--- src/hw/rtl/brlm_pkg.sv ---
package brlm_pkg;

  localparam int SAMPLE_W   = 16;
  localparam int LEVEL_W    = 16;
  localparam int COUNT_W    = 13;
  localparam int MAX_BLOCK  = 4096;
  localparam int SQUARE_W   = 2 * SAMPLE_W;
  localparam int SUM_W      = 43;
  // mean of squares never exceeds the largest square, 2^30
  localparam int MEAN_W     = 31;
  localparam int DIV_STEPS  = SUM_W;
  localparam int ROOT_STEPS = (MEAN_W + 1) / 2;
  localparam int STEP_W     = 6;

  typedef struct packed {
    logic signed [SAMPLE_W-1:0] sample;
    logic                       is_last;
  } in_t;

  typedef struct packed {
    logic [LEVEL_W-1:0] rms_level;
    logic [COUNT_W-1:0] sample_count;
    logic               overflow;
  } out_t;

  typedef struct packed {
    logic accept;
    logic flush;
    logic div_step;
    logic root_load;
    logic root_step;
    logic load_out;
  } cmd_t;

  typedef struct packed {
    logic div_last;
    logic root_last;
  } status_t;

endpackage

--- src/hw/rtl/block_rms_level_meter_unit.sv ---
// channel  direction  payload                               handshake
// in       input      in_data  {sample, is_last}            in_valid / in_stall
// out      output     out_data {rms_level, sample_count,    out_valid / out_stall
//                               overflow}
//
// One sample per cycle while a block accumulates (the square is registered, then added in the next cycle).
// A sample flagged is_last reaches a loaded result through a flush, 43 divider
// steps (one quotient bit each), a root load, 16 square-root steps and the output
// load.
// in_stall stays high from the last sample until the result enters the output
// register; a stalled result holds only that register and the next block accumulates.
// Reset (rst, synchronous) clears the accumulator, count, drop flag and controller.
module block_rms_level_meter_unit (
  input  logic           clk,
  input  logic           rst,
  input  logic           in_valid,
  output logic           in_stall,
  input  brlm_pkg::in_t  in_data,
  output logic           out_valid,
  input  logic           out_stall,
  output brlm_pkg::out_t out_data
);

  brlm_pkg::cmd_t    cmd;
  brlm_pkg::status_t status;
  logic              in_last;

  // only a transfer flagged as last ends the block
  brlm_ctl u_ctl (
    .clk       (clk),
    .rst       (rst),
    .in_valid  (in_valid),
    .in_stall  (in_stall),
    .in_last   (in_last),
    .out_valid (out_valid),
    .out_stall (out_stall),
    .cmd       (cmd),
    .status    (status)
  );

  brlm_dp u_dp (
    .clk      (clk),
    .rst      (rst),
    .in_data  (in_data),
    .in_last  (in_last),
    .cmd      (cmd),
    .status   (status),
    .out_data (out_data)
  );

endmodule

--- src/hw/rtl/brlm_ctl.sv ---
module brlm_ctl (
  input  logic              clk,
  input  logic              rst,
  input  logic              in_valid,
  output logic              in_stall,
  input  logic              in_last,
  output logic              out_valid,
  input  logic              out_stall,
  output brlm_pkg::cmd_t    cmd,
  input  brlm_pkg::status_t status
);

  typedef enum logic [5:0] {
    ACCUM     = 6'b000001,
    FLUSH     = 6'b000010,
    DIVIDE    = 6'b000100,
    ROOT_LOAD = 6'b001000,
    ROOT      = 6'b010000,
    RESULT    = 6'b100000
  } state_t;

  state_t state;
  state_t state_next;
  logic   out_free;

  assign in_stall = (state != ACCUM);
  assign out_free = !out_valid || !out_stall;

  always_comb begin
    state_next    = state;
    cmd           = '0;
    cmd.accept    = in_valid && !in_stall;
    unique case (state)
      ACCUM: begin
        // last sample of a block: fold in its square, then divide
        if (cmd.accept && in_last) begin
          state_next = FLUSH;
        end
      end
      FLUSH: begin
        cmd.flush  = 1'b1;
        state_next = DIVIDE;
      end
      DIVIDE: begin
        cmd.div_step = 1'b1;
        if (status.div_last) begin
          state_next = ROOT_LOAD;
        end
      end
      ROOT_LOAD: begin
        cmd.root_load = 1'b1;
        state_next    = ROOT;
      end
      ROOT: begin
        cmd.root_step = 1'b1;
        if (status.root_last) begin
          state_next = RESULT;
        end
      end
      RESULT: begin
        if (out_free) begin
          cmd.load_out = 1'b1;
          state_next   = ACCUM;
        end
      end
      default: state_next = ACCUM;
    endcase
  end

  always_ff @(posedge clk) begin
    if (rst) begin
      state     <= ACCUM;
      out_valid <= 1'b0;
    end else begin
      state <= state_next;
      if (cmd.load_out) begin
        out_valid <= 1'b1;
      end else if (!out_stall) begin
        out_valid <= 1'b0;
      end
    end
  end

endmodule

--- src/hw/rtl/brlm_dp.sv ---
module brlm_dp (
  input  logic               clk,
  input  logic               rst,
  input  brlm_pkg::in_t      in_data,
  output logic               in_last,
  input  brlm_pkg::cmd_t     cmd,
  output brlm_pkg::status_t  status,
  output brlm_pkg::out_t     out_data
);

  // block accumulation
  logic [brlm_pkg::COUNT_W-1:0]  count;
  logic [brlm_pkg::COUNT_W-1:0]  count_next;
  logic                          drop;
  logic                          drop_next;
  logic                          full;
  logic [brlm_pkg::SAMPLE_W-1:0] raw;
  logic [brlm_pkg::SAMPLE_W-1:0] mag;
  logic [brlm_pkg::SQUARE_W-1:0] sq;
  logic                          sq_valid;
  logic [brlm_pkg::SUM_W-1:0]    sum;
  logic [brlm_pkg::SUM_W-1:0]    sum_total;

  // finished block
  logic [brlm_pkg::COUNT_W-1:0]  count_fin;
  logic                          drop_fin;

  // shift-subtract divider and digit-by-digit root
  logic [brlm_pkg::STEP_W-1:0]   step;
  logic [brlm_pkg::SUM_W-1:0]    dq;
  logic [brlm_pkg::COUNT_W-1:0]  rem;
  logic [brlm_pkg::COUNT_W:0]    rem_sh;
  logic [brlm_pkg::COUNT_W:0]    divisor;
  logic                          qbit;
  logic [brlm_pkg::MEAN_W-1:0]   rx;
  logic [brlm_pkg::MEAN_W-1:0]   root;
  logic [brlm_pkg::MEAN_W-1:0]   rbit;
  logic [brlm_pkg::MEAN_W-1:0]   trial;
  logic                          take;

  assign in_last = in_data.is_last;

  assign raw  = in_data.sample;
  assign mag  = raw[brlm_pkg::SAMPLE_W-1] ? (~raw + 1'b1) : raw;
  assign full = (count == brlm_pkg::COUNT_W'(brlm_pkg::MAX_BLOCK));

  always_comb begin
    count_next = count;
    drop_next  = drop;
    if (full) begin
      drop_next = 1'b1;
    end else begin
      count_next = count + 1'b1;
    end
  end

  assign sum_total = sum + (sq_valid ? brlm_pkg::SUM_W'(sq) : '0);

  assign divisor = {1'b0, count_fin};
  assign rem_sh  = {rem, dq[brlm_pkg::SUM_W-1]};
  assign qbit    = (rem_sh >= divisor);

  assign trial = root + rbit;
  assign take  = (rx >= trial);

  assign status.div_last  = (step == brlm_pkg::STEP_W'(brlm_pkg::DIV_STEPS - 1));
  assign status.root_last = (step == brlm_pkg::STEP_W'(brlm_pkg::ROOT_STEPS - 1));

  always_ff @(posedge clk) begin
    if (rst) begin
      count    <= '0;
      drop     <= 1'b0;
      sq_valid <= 1'b0;
      sum      <= '0;
      step     <= '0;
    end else begin
      sq_valid <= cmd.accept && !full;
      if (cmd.accept) begin
        if (in_data.is_last) begin
          count <= '0;
          drop  <= 1'b0;
        end else begin
          count <= count_next;
          drop  <= drop_next;
        end
      end
      if (cmd.flush) begin
        sum <= '0;
      end else if (sq_valid) begin
        sum <= sum_total;
      end
      if (cmd.flush || cmd.root_load) begin
        step <= '0;
      end else if (cmd.div_step || cmd.root_step) begin
        step <= step + 1'b1;
      end
    end
  end

  always_ff @(posedge clk) begin
    if (cmd.accept) begin
      sq <= brlm_pkg::SQUARE_W'(mag) * brlm_pkg::SQUARE_W'(mag);
      if (in_data.is_last) begin
        count_fin <= count_next;
        drop_fin  <= drop_next;
      end
    end
    if (cmd.flush) begin
      dq  <= sum_total;
      rem <= '0;
    end else if (cmd.div_step) begin
      dq  <= {dq[brlm_pkg::SUM_W-2:0], qbit};
      rem <= qbit ? brlm_pkg::COUNT_W'(rem_sh - divisor) : brlm_pkg::COUNT_W'(rem_sh);
    end
    if (cmd.root_load) begin
      rx   <= dq[brlm_pkg::MEAN_W-1:0];
      root <= '0;
      rbit <= brlm_pkg::MEAN_W'(1) << (brlm_pkg::MEAN_W - 1);
    end else if (cmd.root_step) begin
      if (take) begin
        rx   <= rx - trial;
        root <= (root >> 1) + rbit;
      end else begin
        root <= root >> 1;
      end
      rbit <= rbit >> 2;
    end
    if (cmd.load_out) begin
      out_data.rms_level    <= root[brlm_pkg::LEVEL_W-1:0];
      out_data.sample_count <= count_fin;
      out_data.overflow     <= drop_fin;
    end
  end

endmodule

--- config.mk ---
export PLATFORM = sky130hd
export DESIGN_NAME = block_rms_level_meter_unit
export DESIGN_NICKNAME = d
export VERILOG_FILES = /design/src/hw/rtl/brlm_pkg.sv /design/src/hw/rtl/block_rms_level_meter_unit.sv /design/src/hw/rtl/brlm_ctl.sv /design/src/hw/rtl/brlm_dp.sv
export SDC_FILE = /design/constraint.sdc
export NUM_CORES = 1
export LEC_CHECK = 0
export BUFFER_PORTS_ARGS = -buffer_cell sky130_fd_sc_hd__buf_4
export CORE_ASPECT_RATIO = 0.8
export CORE_MARGIN = 2
export CORE_UTILIZATION = 40
export DETAILED_ROUTE_END_ITERATION = 10
export PLACE_DENSITY = 0.65
export SETUP_SLACK_MARGIN = 0.15
export SLEW_MARGIN = 0
export SYNTH_ARGS = -nofsm -noshare
export SYNTH_HDL_FRONTEND = slang
export SYNTH_SLANG_ARGS = --single-unit
export TNS_END_PERCENT = 5
--- constraint.sdc ---
create_clock -name clk -period 9.1 [get_ports clk]
set_clock_uncertainty 0.1 [all_clocks]
set_input_delay 1.82 -clock clk [delete_from_list [all_inputs] [get_ports clk]]
set_output_delay 1.82 -clock clk [all_outputs]
set_load 0.01 [all_outputs]
==> impl_metrics.csv <==
group,metric,value,unit
power,power.density,389,nW/um2
worst_setup_path,slowest_delay,540,ps
placement,place_area,25200,um2
synth,synthCells,2562,
synth,synth_cell_types,80,
routing,wl,53.7,mm
routing,viasPerCell,5.25,
placement,gp_congestion,0.891,
placement,io_buffers,52,
placement,dpl.hpwl,41.9,mm
synth,yosysWarnings,0,
worst_setup_path,slowest_stage,"fa_1",
synth,synth_edf_count,149,
routing,vias,18200,
synth,ys_top_cells_by_count,"nand2_1, inv_1, nor2_1, ha_1, fa_1",
floorplanning,core,57900,um2
placement,place_worst_setup_slack,-229,ps
cts,clkTransAtPathRegs,60,ps
global_route,antenna_found_initial,0,
worst_setup_path,cp-endpoint,"u_dp.sq[31]",
worst_setup_path,cpMostUsedCell,"fa_1",
status,status,"completed",
routing,ant_nets,0,
synth,syn_avg_cell_area,9.12,um2
worst_setup_path,worstPathArrival,8840,ps
sta,period_minus_slack,8610,ps
worst_setup_path,r2r-end,"u_dp.root[9]",
sta,slew_headroom,0.226,
routing,drt_iter0_drc,1164,
cts,cts_tree,"done",
cts,cts_hold_buf,0,
sta,finalHoldViolations,0,
sta,final_max_slew_viol_count,0,
worst_setup_path,worst-r2r-cell-count,23,
worst_setup_path,r2r_start,"u_dp.rbit[0]",
min_path,hold_class,"flop to flop",
synth,ys.flop_type,"edfxtp_1",
routing,drc_errors,0,
sta,worstMarginPinSlew,1160,ps
floorplanning,dieHeight,220,um
global_route,grt_pass1_wl,90.1,mm
floorplanning,dieArea,60400,um2
cts,insertion_delay,580,ps
cts,cts_made_buffers,31,
synth,yosysTopAreaCellShare,0.192,
sta,fin_crit_sh,0.947,
synth,synthArstFlopShare,0,
power,p_leak,11.7,nW
worst_setup_path,critPathCaptureType,"flop",
cts,cts_sinks,280,
synth,synth-seq-cells,280,
layout,design_area,26300,um2
global_route,grt_max_degree,63,
layout,drive_above_1_share,0.0950,
sta,max_freq,116,MHz
min_path,hp-start,"u_dp.drop_fin",
worst_setup_path,r2r_setup_slack,2720,ps
synth,yosys-top-cells-area,"edfxtp_1, fa_1, ha_1",
layout,final_nets,3071,
worst_setup_path,startpoint,"in_data[5]",
worst_setup_path,required,9330,ps
power,p_total,10.2,mW
routing,firstDrtPassIters,5,
cts,cts.path.max_buffers,3,
global_route,grt-ovfl-total,0,
sta,setup_viol,0,
worst_setup_path,path_max_fanout,6,
synth,synth-seq-area-share,0.304,
synth,yosysTopAreaCell,"edfxtp_1",
layout,diodes,0,
sta,rsz0062_at_grt,"yes",
synth,synth_most_common_cell,"nand2_1",
global_route,grt_usage,0.179,
global_route,grt_pass1_vias,18200,
floorplanning,initial_utilization,0.403,
worst_setup_path,crit_path_start_kind,"input pin",
cts,cts.htree.levels,1,
job,cap_violations,0,
floorplanning,die_x,274,um
layout,syn_to_final_growth,12.8,%
worst_setup_path,setup.worst_path.class,"input pin to flop",
synth,netlist_area,23400,um2
routing,post_drt_wl_per_cell,15.5,um
floorplanning,io_pins,53,
cts,cts_root_buf,"clkbuf_16",
sta,setup_slack,486,ps
power,peakVddDrop,0.558,mV
floorplanning,rows,79,
==> cells in the final DEF, fill, tap and decap left out, types with 13 or more instances in the layout <==
| cell | synthesis | final |
|---|---|---|
| mux2i_1 | 33 | 33 |
| o21ai_0 | 134 | 133 |
| a21oi_1 | 143 | 140 |
| and3_1 | 17 | 17 |
| and2_1 | 36 | 36 |
| xnor2_1 | 98 | 97 |
| a21o_1 | 49 | 49 |
| inv_1 | 297 | 297 |
| nand4_1 | 16 | 16 |
| ha_1 | 212 | 212 |
| fa_1 | 167 | 167 |
| dfxtp_1 | 131 | 130 |
| nand2_1 | 314 | 314 |
| edfxtp_1 | 149 | 149 |
| a22o_1 | 16 | 16 |
| nand3_1 | 39 | 39 |
| nor2_1 | 217 | 216 |
| buf_4 | 0 | 146 |
| a31oi_1 | 27 | 27 |
| nor2b_1 | 24 | 24 |
| clkbuf_16 | 0 | 33 |
| xor2_1 | 93 | 90 |
| o21bai_1 | 22 | 21 |
| nor3_1 | 23 | 23 |
| o21a_1 | 13 | 13 |
==> state kept, by name, indices dropped and copies added (netlist names), 13 cells and up <==
signal          cells
u_dp.sq            31
u_dp.root          31
u_dp.sum           43
u_dp.rem           13
u_dp.rbit          16
u_dp.out_data      30
u_dp.count         13
u_dp.count_fin     13
u_dp.dq            43
u_dp.rx            31
==> timing repair <==
item / 4_1_cts / 5_1_grt
setup endpoints to repair: 0 / 5
buffers inserted: 0 / 2
resized for setup: 0 / 7
==> routing by layer <==
metal	vias up	GRT usage	part of all wire
met5	-	0	0
met4	0	0.0411	0.019
met3	77	0.0281	0.046
met2	375	0.292	0.45
met1	8811	0.251	0.48
li1	8912	-	-
==> worst min path at each step <==
stage | endpoint | slack (ps) | depth (start not counted)
6_report | u_dp.out_data[0] | 320 | 0
5_1_grt | u_dp.out_data[0] | 340 | 0
4_1_cts | u_dp.out_data[0] | 330 | 0
3_5_place_dp | u_dp.out_data[0] | 320 | 0
3_3_place_gp | u_dp.out_data[0] | 310 | 0
2_1_floorplan | u_dp.out_data[0] | 300 | 0
==> power by group <==
group          switching [mW]  internal, mW
Clock                   0.531         0.754
Combinational            3.74          3.34
Sequential             0.0633          1.81
==> per-stage QoR <==
stage | std cells | TNS [ps] | hold slack (ps) | utilization
floorplan | 2571 | 0 | 300 | -
global placement | 3405 | -279 | 312 | 0.436
detailed placement | 3405 | -1040 | 322 | 0.436
CTS | 3463 | 0 | 328 | 0.454
global route | 3465 | 0 | 345 | 0.455
finish | 3465 | 0 | 324 | 0.455
==> cell families after synthesis <==
kind of cell / after synthesis / synth area share
xor+xnor: 192 / 0.0723
flops: 280 / 0.304
compound gates: 530 / 0.143
mux: 34 / 0.0146
buf+inv: 383 / 0.0623
fa+ha+maj: 379 / 0.257
other cells: 2 / 0.000321
simple gates: 762 / 0.146
==> worst max-delay path, delay by kind of cell <==
kind                       cells  cell delay, ps
AOI/OAI and AO/OA              9            1780
xor gates and xnor gates       2             320
adders and majority gates      7            3290
buffers and inverters          6             430
and+or+nand+nor                4            1170
==> area by class of cell <==
type | instances | area, um2
Multi-Input combinational cell | 1908 | 15000
Fill cell | 5588 | 31600
Timing Repair Buffer | 146 | 1100
Sequential cell | 280 | 7100
Clock inverter | 12 | 126
Inverter | 304 | 1140
Tap cell | 769 | 962
Clock buffer | 46 | 915
No activity file was read; power rests on OpenSTA's default activity.
